<file path="config.mk">
export PLATFORM = sky130hd
export DESIGN_NAME = deadline_pool_pop
export DESIGN_NICKNAME = d
export VERILOG_FILES = /design/src/sv/dpp_pkg.sv /design/src/sv/dpp_ram.sv /design/src/sv/deadline_pool_pop.sv
export SDC_FILE = /design/constraint.sdc
export NUM_CORES = 2
export LEC_CHECK = 0
export BUFFER_PORTS_ARGS = -buffer_cell sky130_fd_sc_hd__clkbuf_2
export CAP_MARGIN = 20
export CELL_PAD_IN_SITES_DETAIL_PLACEMENT = 2
export CELL_PAD_IN_SITES_GLOBAL_PLACEMENT = 2
export CORE_ASPECT_RATIO = 1.2
export CORE_MARGIN = 8
export CORE_UTILIZATION = 38
export DETAILED_ROUTE_END_ITERATION = 6
export GPL_ROUTABILITY_DRIVEN = 0
export GPL_TIMING_DRIVEN = 0
export PLACE_DENSITY = 0.71
export SYNTH_ARGS = -nofsm -noshare
export SYNTH_HDL_FRONTEND = slang
export SYNTH_SLANG_ARGS = --single-unit
</file>
<file path="constraint.sdc">
create_clock -name clk_i -period 7.5 [get_ports clk_i]
set_input_delay 0.375 -clock clk_i [delete_from_list [all_inputs] [get_ports clk_i]]
set_output_delay 0.375 -clock clk_i [all_outputs]
set_load 0.1 [all_outputs]
</file>
<file path="src/sv/dpp_pkg.sv">
// Shared types and constants of the deadline pool.
`default_nettype none

package dpp_pkg;

  localparam int unsigned DPP_ENTRIES    = 16;
  localparam int unsigned DPP_VALUE_BITS = 32;
  localparam int unsigned PAYLOAD_BITS   = 32;
  localparam int unsigned TIME_BITS      = 48;
  localparam int unsigned OCC_BITS       = 5;

  typedef enum logic {
    ACT_INSERT = 1'b0,
    ACT_POLL   = 1'b1
  } action_e;

  typedef enum logic [1:0] {
    ST_POPPED   = 2'd0,
    ST_NONE     = 2'd1,
    ST_INSERTED = 2'd2,
    ST_FULL     = 2'd3
  } status_e;

  typedef enum logic [2:0] {
    S_IDLE,
    S_SCAN,
    S_FETCH,
    S_MOVE,
    S_RESP
  } state_e;

  typedef struct packed {
    action_e                 action;
    logic [PAYLOAD_BITS-1:0] payload;
    logic [TIME_BITS-1:0]    time_ms;
  } dpp_in_t;

  typedef struct packed {
    status_e                 status;
    logic [PAYLOAD_BITS-1:0] popped_value;
    logic [OCC_BITS-1:0]     occupancy;
  } dpp_out_t;

endpackage

`default_nettype wire

</file>
<file path="src/sv/dpp_ram.sv">
// Generic single-write, single-read RAM with a registered read port.
`default_nettype none

module dpp_ram #(
  parameter int unsigned WIDTH = 8,
  parameter int unsigned DEPTH = 16,
  localparam int unsigned ADDR_W = (DEPTH > 1) ? $clog2(DEPTH) : 1
) (
  input  wire logic              clk_i,
  input  wire logic              we_i,
  input  wire logic [ADDR_W-1:0] waddr_i,
  input  wire logic [WIDTH-1:0]  wdata_i,
  input  wire logic [ADDR_W-1:0] raddr_i,
  output logic      [WIDTH-1:0]  rdata_o
);

  logic [WIDTH-1:0] mem_q [DEPTH];

  always_ff @(posedge clk_i) begin
    if (we_i) begin
      mem_q[waddr_i] <= wdata_i;
    end
    rdata_o <= mem_q[raddr_i];
  end

endmodule

`default_nettype wire

</file>
<file path="src/sv/deadline_pool_pop.sv">
// Top level of the deadline pool: slot memory, scan sequencer and result register.
//
//   channel | direction | handshake               | payload
//   --------+-----------+-------------------------+---------------------------------
//   in      | input     | in_valid_i / in_ready_o | in_req_i  (action, payload, time)
//   out     | output    | out_valid_o/out_ready_i | out_rsp_o (status, value, count)
//
// An insert, or a poll of an empty pool, is accepted, then the result moves to the output
// register. A poll over N pairs scans the slots in order (one slot read and one 48-bit
// compare per cycle on the single read port); on a hit, S_FETCH reads the last pair and
// S_MOVE writes it into the freed slot, and S_RESP then hands the result over. Reset
// clears the pair count and the control state; slot contents are not cleared. Input is
// ready only in idle; a waiting result stalls the sequencer only when a second is due.
`default_nettype none

module deadline_pool_pop
  import dpp_pkg::*;
#(
  parameter int unsigned ENTRIES    = DPP_ENTRIES,
  parameter int unsigned VALUE_BITS = DPP_VALUE_BITS
) (
  input  wire logic     clk_i,
  input  wire logic     rst_ni,
  input  wire logic     in_valid_i,
  output logic          in_ready_o,
  input  wire dpp_in_t  in_req_i,
  output logic          out_valid_o,
  input  wire logic     out_ready_i,
  output dpp_out_t      out_rsp_o
);

  localparam int unsigned IDX_W = (ENTRIES > 1) ? $clog2(ENTRIES) : 1;
  localparam int unsigned CNT_W = $clog2(ENTRIES + 1);
  localparam int unsigned MEM_W = TIME_BITS + VALUE_BITS;

  state_e               state_q, state_d;
  logic [CNT_W-1:0]     count_q, count_d;
  logic [CNT_W-1:0]     scan_q, scan_d;
  logic                 cmp_vld_q, cmp_vld_d;
  logic [IDX_W-1:0]     cmp_idx_q, cmp_idx_d;
  logic [IDX_W-1:0]     hit_idx_q, hit_idx_d;
  logic [TIME_BITS-1:0] time_q, time_d;
  logic [VALUE_BITS-1:0] popped_q, popped_d;
  dpp_out_t             res_q, res_d;
  dpp_out_t             out_q, out_d;
  logic                 out_valid_q, out_valid_d;

  logic                 mem_we;
  logic [IDX_W-1:0]     mem_waddr;
  logic [MEM_W-1:0]     mem_wdata;
  logic [IDX_W-1:0]     mem_raddr;
  logic [MEM_W-1:0]     mem_rdata;

  logic                 accept;
  logic                 out_free;
  logic                 hit;
  logic                 at_last;
  logic [CNT_W-1:0]     last_idx;

  // Each memory word holds the deadline above the stored value.
  dpp_ram #(
    .WIDTH (MEM_W),
    .DEPTH (ENTRIES)
  ) u_slots (
    .clk_i   (clk_i),
    .we_i    (mem_we),
    .waddr_i (mem_waddr),
    .wdata_i (mem_wdata),
    .raddr_i (mem_raddr),
    .rdata_o (mem_rdata)
  );

  assign in_ready_o  = (state_q == S_IDLE);
  assign accept      = in_valid_i && in_ready_o;
  assign out_free    = !out_valid_q || out_ready_i;
  assign out_valid_o = out_valid_q;
  assign out_rsp_o   = out_q;

  // The shared comparator: the current time against the deadline just read.
  assign hit      = (time_q >= mem_rdata[MEM_W-1 -: TIME_BITS]);
  assign last_idx = count_q - CNT_W'(1);
  assign at_last  = (CNT_W'(cmp_idx_q) == last_idx);

  // Next state of the sequencer.
  always_comb begin
    state_d = state_q;
    unique case (state_q)
      S_IDLE: begin
        if (accept) begin
          if (in_req_i.action == ACT_POLL && count_q != '0) begin
            state_d = S_SCAN;
          end else begin
            state_d = S_RESP;
          end
        end
      end
      S_SCAN: begin
        if (cmp_vld_q && hit) begin
          state_d = S_FETCH;
        end else if (cmp_vld_q && at_last) begin
          state_d = S_RESP;
        end
      end
      S_FETCH: state_d = S_MOVE;
      S_MOVE:  state_d = S_RESP;
      S_RESP: begin
        if (out_free) begin
          state_d = S_IDLE;
        end
      end
      default: state_d = S_IDLE;
    endcase
  end

  // Datapath, memory control and result register.
  always_comb begin
    count_d     = count_q;
    scan_d      = scan_q;
    cmp_vld_d   = cmp_vld_q;
    cmp_idx_d   = cmp_idx_q;
    hit_idx_d   = hit_idx_q;
    time_d      = time_q;
    popped_d    = popped_q;
    res_d       = res_q;
    out_d       = out_q;
    out_valid_d = out_valid_q && !out_ready_i;
    mem_we      = 1'b0;
    mem_waddr   = count_q[IDX_W-1:0];
    mem_wdata   = {in_req_i.time_ms, VALUE_BITS'(in_req_i.payload)};
    mem_raddr   = scan_q[IDX_W-1:0];

    unique case (state_q)
      S_IDLE: begin
        if (accept) begin
          time_d             = in_req_i.time_ms;
          scan_d             = '0;
          cmp_vld_d          = 1'b0;
          res_d.popped_value = '0;
          res_d.occupancy    = OCC_BITS'(count_q);
          if (in_req_i.action == ACT_INSERT) begin
            if (count_q >= CNT_W'(ENTRIES)) begin
              res_d.status = ST_FULL;
            end else begin
              mem_we          = 1'b1;
              count_d         = count_q + CNT_W'(1);
              res_d.status    = ST_INSERTED;
              res_d.occupancy = OCC_BITS'(count_q + CNT_W'(1));
            end
          end else begin
            // An empty pool answers at once.
            res_d.status = ST_NONE;
          end
        end
      end
      S_SCAN: begin
        // Issue the next slot read while comparing the one read last cycle.
        if (scan_q != count_q) begin
          scan_d = scan_q + CNT_W'(1);
        end
        cmp_vld_d = (scan_q != count_q);
        cmp_idx_d = scan_q[IDX_W-1:0];
        if (cmp_vld_q && hit) begin
          hit_idx_d = cmp_idx_q;
          popped_d  = mem_rdata[VALUE_BITS-1:0];
        end else if (cmp_vld_q && at_last) begin
          res_d.status       = ST_NONE;
          res_d.popped_value = '0;
          res_d.occupancy    = OCC_BITS'(count_q);
        end
      end
      S_FETCH: begin
        mem_raddr = last_idx[IDX_W-1:0];
      end
      S_MOVE: begin
        // The last pair fills the freed slot; when they coincide the write is harmless.
        mem_we             = 1'b1;
        mem_waddr          = hit_idx_q;
        mem_wdata          = mem_rdata;
        count_d            = last_idx;
        res_d.status       = ST_POPPED;
        res_d.popped_value = PAYLOAD_BITS'(popped_q);
        res_d.occupancy    = OCC_BITS'(last_idx);
      end
      S_RESP: begin
        if (out_free) begin
          out_d       = res_q;
          out_valid_d = 1'b1;
        end
      end
      default: ;
    endcase
  end

  always_ff @(posedge clk_i or negedge rst_ni) begin
    if (!rst_ni) begin
      state_q     <= S_IDLE;
      count_q     <= '0;
      scan_q      <= '0;
      cmp_vld_q   <= 1'b0;
      out_valid_q <= 1'b0;
    end else begin
      state_q     <= state_d;
      count_q     <= count_d;
      scan_q      <= scan_d;
      cmp_vld_q   <= cmp_vld_d;
      out_valid_q <= out_valid_d;
    end
  end

  always_ff @(posedge clk_i) begin
    cmp_idx_q <= cmp_idx_d;
    hit_idx_q <= hit_idx_d;
    time_q    <= time_d;
    popped_q  <= popped_d;
    res_q     <= res_d;
    out_q     <= out_d;
  end

endmodule

`default_nettype wire

</file>
## Word-level counts from Yosys, hierarchy flattened

Memory sizes are Yosys's and may differ from the RTL's. A register that Yosys moved wholly into a read port is not among the register bits.
Index checks and enable logic that the tools add are counted.

| word-level totals | value |
|---|---|
| register bits | 181 |
| latch bits | 0 |
| bits in writable memories | 1280 |
| bits in read-only memories | 0 |
| input bits | 85 |
| output and inout bits | 41 |
| memories | 1 |

| cells by class | value |
|---|---|
| add/subtract/negate cells | 3 |
| multipliers | 0 |
| div/mod/pow operators | 0 |
| $lt $le $gt $ge | 2 |
| equal/unequal tests | 12 |
| shifts and indexed selects | 0 |
| muxes and demuxes | 32 |
| bitwise logic cells | 0 |
| reduce and logical (&&, ||, !) cells | 21 |

Memories:

| memory | depth | width | rd ports | clocked after memory_dff | wr ports | RTL line | source |
|---|---|---|---|---|---|---|---|
| u_slots.mem_q | 16 | 80 | 1 | 1 | 1 | dpp_ram.sv:17 | `logic [WIDTH-1:0] mem_q [DEPTH];` |

Operators with widths:

| cell | count |
|---|---|
| two-way mux 39 bit | 3 |
| case mux 39 bit (3 select lines) | 1 |
| two-way mux 80 bit | 1 |
| >= comparator 48 bit | 1 |
| two-way mux 5 bit | 5 |
| case mux 5 bit (2 select lines) | 2 |
| two-way mux 3 bit | 5 |
| case mux 3 bit (5 select lines) | 1 |
| adder 5 x 1 -> 5 bit, second input constant | 2 |
| AND reduction 2 bit | 5 |
| two-way mux 1 bit | 9 |
| two-way mux 4 bit | 2 |
| inequality test 2 bit, second input constant | 4 |
| == test 3 x 2 -> 1 bit, second input constant | 2 |
| AND reduction 3 bit | 2 |
| == test 4 x 5 -> 1 bit | 1 |
| >= comparator 5 bit, second input constant | 1 |
| logical AND 1 bit | 5 |
| inequality test 5 bit | 1 |
| nonzero test 5 bit | 1 |
| subtractor 5 x 1 -> 5 bit, second input constant | 1 |
| case mux 1 bit (2 select lines) | 2 |
| AND reduction 4 bit | 1 |
| nonzero test 2 bit | 2 |
| 9 further kinds | 10 |

## Logic depth before layout (Yosys ltp)

| logic depth | value |
|---|---|
| depth after elaboration | 7 |
| mapped depth | 11 |

## By module

From an unflattened synthesis, not the netlist that was laid out.

| second synthesis, totals | value |
|---|---|
| cell total of the unflattened synthesis | 2800 |
| area total of the unflattened synthesis | 57983.1 sq um |

Modules (own cells, without submodules):

| module | instances | cells each | area an instance (sq um) | sequential area each (sq um) |
|---|---|---|---|---|
| dpp_ram | 1 | 2054 | 49422.4 | 40038.4 |
| deadline_pool_pop | 1 | 746 | 8560.7 | 5360.1 |

## Worst setup path before layout

OpenSTA, ideal clock, no wires.

| timing | value |
|---|---|
| path type | register to register |
| start | register state_q[2] |
| end | memory u_slots.mem_q[2][0] (netlist name) (enable) |
| arrival | 7.081 ns |
| data required time | 6.981 ns |
| slack | -0.100 ns |
| cell stages (with the launch flop) | 7 |
| path buffers | 1 |
| path through | dfrtp_1 buf_6 nor3_1 nand2_1 nor3_1 a32oi_1 nor2_1 |

| on the way | value |
|---|---|
| longest elaborated chain between the ends | 6 |

RTL lines:

| what | RTL line | source |
|---|---|---|
| from (decl) | deadline_pool_pop.sv:36 | `state_e state_q, state_d;` |
| from (signal assigned) | deadline_pool_pop.sv:202 | `state_q <= state_d;` |
| zero test 3 bit (*) | deadline_pool_pop.sv:73 | `assign in_ready_o = (state_q == S_IDLE);` |
| via in_ready_o | deadline_pool_pop.sv:25 | `output logic in_ready_o,` |
| logical AND 1 bit | deadline_pool_pop.sv:74 | `assign accept = in_valid_i && in_ready_o;` |
| two-way mux 1 bit | deadline_pool_pop.sv:134 | `if (accept) begin` |
| case mux 1 bit (2 select lines) (*) | deadline_pool_pop.sv:132 | `unique case (state_q)` |
| two-way mux 1 bit (*) | dpp_ram.sv:20 | `if (we_i) begin` |
| two-way mux 1 bit (implied by the code) (*) | dpp_ram.sv:21 | `mem_q[waddr_i] <= wdata_i;` |
| to (decl) | dpp_ram.sv:17 |  |

Mark *: on every way through the listed nets, which the timed path passes. The rest lies on a longest branch.

## Final worst setup path

| timing | value |
|---|---|
| start | register u_slots.rdata_o[79], read port of u_slots.mem_q |
| end | register popped_q[15] (enable) |

| on the way | value |
|---|---|
| longest elaborated chain between the ends | 3 |

RTL lines:

| what | RTL line | source |
|---|---|---|
| from (decl) | dpp_ram.sv:14 | `output logic [WIDTH-1:0] rdata_o` |
| >= comparator 48 bit | deadline_pool_pop.sv:80 | `assign hit = (time_q >= mem_rdata[MEM_W-1 -: TIME_BITS]);` |
| logical AND 1 bit | deadline_pool_pop.sv:162 | `if (cmp_vld_q && hit) begin` |
| AND reduction 2 bit (no line) | n/a |  |
| to (signal assigned) | deadline_pool_pop.sv:214 | `popped_q <= popped_d;` |
| to (decl) | deadline_pool_pop.sv:43 | `logic [VALUE_BITS-1:0] popped_q, popped_d;` |

Every way passes these cells.
A chain may end at the register's enable or synchronous reset.

==> metrics.md <==
| Metric | Value |
|---|---|
| Hold Path Class | `in2async` |
| Met3 Use GR | `3.55%` |
| CP endpoint | `popped_q[15]$_DFFE_PN_` |
| # Max-Cap Violations | `0` |
| Cell variety after synth | `55` |
| Most Used Layer, Global Route | `met2` |
| Clock transition at path regs | `0.06 ns` |
| WP data required | `7.99 ns` |
| Crit end category | `flip-flop` |
| Max rail drop VDD | `0.335 mV` |
| Reg2reg path depth | `9` |
| Vias in the first global route | `37,644` |
| Slew headroom | `21.8%` |
| Startpoint type of the worst setup path | `flip-flop` |
| Synth Net Count | `3,604` |
| Routed WL per cell | `30.7 um` |
| Combinational power share | `35.3%` |
| # rows | `162` |
| Largest net degree at the start of global routing | `34` |
| Final min period | `5.11 ns` |
| Seq/Total Area, Yosys | `72.9%` |
| Die area | `177,000 um2` |
| I/O Pins | `126` |
| Initial Util | `38.3%` |
| Finished Core Util | `45.2%` |
| Core Area | `163,000 um2` |
| Die Width | `385 um` |
| Yosys warnings | `0` |
| Mapped cell area | `62,300 um2` |
| Total wire length | `190,000 um` |
| Syn Inst Count | `3,467` |
| Hold Slack | `0.104 ns` |
| Reg2reg end | `popped_q[15]$_DFFE_PN_` |
| Initial antenna violation count | `10` |
| Clk buf depth | `3` |
| Final Slew Violations | `0` |
| Outcome | `finished, final reports clean` |
| DR vias | `33,602` |
| Area of the multi-input gates | `15,100 um2` |
| Register Area | `45,400 um2` |
| CTS Buf Count | `163` |
| Seq pwr share | `37.1%` |
| Area grow syn2layout | `18.0%` |
| Die height | `459 um` |
| Placed Cells | `5,834` |
| Peak Freq | `0.196 GHz` |
| Final setup violation count | `0` |
| CTS sink count | `1,541` |
| 1st-pass router iterations | `5` |
| Clock skew | `0.0441 ns` |
| Setup Fix Bufs, Post-CTS | `0` |
| Initial DRC count | `2,263` |
| RSZ-0062 raised after global routing | `no` |
| FF+latch count, synth | `1,541` |
| Post-synth EDFFs | `1,446` |
| PwrDens | `395 nW/um2` |
| RR Startpoint | `u_slots.rdata_o[79]$_DFF_P_` |
| Grt total ovfl | `0` |
| Internal | `0.0189 W` |
| Final ANT Viol Nets | `0` |
| Crit path launch | `u_slots.rdata_o[79]$_DFF_P_` |
| Sw power | `0.0102 W` |
| Critical Path Fanout Max | `25` |
| Critical Path AT | `5.61 ns` |
| Post-synth top flop | `edfxtp_1` |
| Root buffer selected by CTS | `clkbuf_16` |
| Switching power share of the total | `35.0%` |
| Fin. Hold Viols | `0` |
| Port bufs | `125` |
| H-tree levels | `4` |
| Final cycle utilization of the critical path | `68.2%` |
| Resized Gates After CTS | `0` |
| Critical path class | `reg2reg` |
| CTS Hold Bufs | `52` |
| Met2 Usage GRT | `36.9%` |
| Layout cell share with drive strength beyond 1 | `15.5%` |
| Avg Synthesized Cell Area | `18.0 um2` |
| Fraction of registers with async set/reset | `0.973%` |
| Cell Count, Final, Fillers Out | `6,205` |
| Layout fillers | `15,060` |
| Total GRT Usage | `21.0%` |
| Dpl hpwl | `124,000 um` |
| First-pass GRT wire length | `269,000 um` |
| Vias per cell | `5.42` |
| Met1 usage | `26.7%` |
| Setup TNS | `0 ns` |
| Clk Latency, worst-skew pair | `0.84 ns` |
| Slew @ Worst Pin | `1.17 ns` |
| Final #Nets | `4,067` |
| Static leakage | `27.0 nW` |
| Worst R2R Setup Slack | `2.39 ns` |
| CTS tree | `done` |
| Drt drc | `0` |
| Clock power share | `27.7%` |
## area by class of cell
class                   count  share of cell area [%]
flip-flops and latches   1541                    61.8
multi-input cells        1694                    20.5
clock buffers             236                    6.16
repair buffers            298                    4.14
well taps                2132                    3.63
plain buffers             170                    2.34
clock inverters            69                    1.09
inverters                  62                   0.319
diodes                      3                  0.0102
## layer usage
| layer | routed length [um] | share of wire (%) |
|---|---|---|
| met2 | 96400 | 51 |
| met1 | 79600 | 42 |
| met5 | 22 | 0.012 |
| met4 | 5330 | 2.8 |
| met3 | 9070 | 4.8 |
## flip-flops by register name (all words and copies together), names as in the netlist, 3 cells and up
name and count:
scan_q 5, u_slots.mem_q 1280, popped_q 32, time_q 48, cmp_idx_q 4, state_q 3
hit_idx_q 4, res_q 39, u_slots.rdata_o 80, out_rsp_o 39, count_q 5
## placed cells by master (no fill, tap or decap), drive strengths merged, types with 2 or more instances in the layout
master          n
a211oi          3
a21boi          2
a21oi          23
a221oi          4
a22oi           2
a31oi           8
and3           34
buf           247
bufinv          8
clkbuf        405
clkinv         54
dfrtp          15
dfxtp          80
diode           3
dlygate4sd3    52
edfxtp       1446
ha             52
inv            68
mux2i        1205
nand2         176
nand2b          3
nand3          11
nand4           7
nor2           37
nor2b           2
nor3           12
nor3b           3
nor4            4
o21a            2
o21ai          59
o22ai           4
o31ai           2
or2             2
xnor2          18
xor2            3
## power groups by stage
stage	logic (W)	registers, W	clock network [W]
6_report	0.0102	0.0108	0.00803
5_1_grt	0.0107	0.0108	0.00845
2_1_floorplan	0.00651	0.0112	0
3_5_place_dp	0.0102	0.0109	0
3_3_place_gp	0.00966	0.0110	0
4_1_cts	0.0103	0.0108	0.00818
## cell families after synthesis
| group | after synthesis | synth area share, % |
|---|---|---|
| AOI/OAI and AO/OA | 120 | 1.13 |
| buffers and inverters | 232 | 3.13 |
| muxes | 1205 | 19.4 |
| adders and majority gates | 52 | 1.05 |
| DFF | 1541 | 72.9 |
| xor gates and xnor gates | 21 | 0.295 |
| and+or+nand+nor | 296 | 2.10 |
## worst max-delay path, stage by stage, from the launching register on
cell,delay [ns]
dfxtp_1,0.31
inv_1,0.14
ha_1,0.37
nand4_1,0.30
nor4_2,0.98
nand2_1,0.47
a211oi_1,1.01
nor3_1,0.27
nor2_4,0.58
buf_12,0.30
## stage by stage
stage	instance area (um2)	total power (W)	setup slack, ns
after floorplan	62300	0.0177	-0.100
after global placement	65500	0.0206	-3.90
after detailed placement	67500	0.0211	2.52
after CTS	73300	0.0293	2.49
after global routing	73400	0.0300	2.46
final	73400	0.0290	2.39
## synthesized netlist by cell type (all sizes together) (15+ instances only)
cell | instances | area (um2)
and3 | 34 | 213
dfxtp | 80 | 1600
o21ai | 59 | 295
a21oi | 23 | 115
nor2 | 37 | 139
xnor2 | 18 | 158
dfrtp | 15 | 375
inv | 61 | 229
ha | 52 | 651
buf | 126 | 1540
clkbuf | 44 | 180
mux2i | 1205 | 12100
edfxtp | 1446 | 43400
nand2 | 176 | 661
## worst min-delay path by stage
stage                      start                    end  slack [ns]  cells after the start
final                     rst_ni  out_valid_o$_DFF_PN0_        0.10                      2
after global routing      rst_ni  out_valid_o$_DFF_PN0_        0.09                      2
after CTS                 rst_ni  out_valid_o$_DFF_PN0_        0.05                      2
after detailed placement  rst_ni  out_valid_o$_DFF_PN0_        0.40                      1
after global placement    rst_ni  out_valid_o$_DFF_PN0_        0.38                      1
after floorplan           rst_ni  cmp_vld_q$_DFFE_PN0P_        0.08                      0
Note: power is estimated with default switching activity, not from simulation.
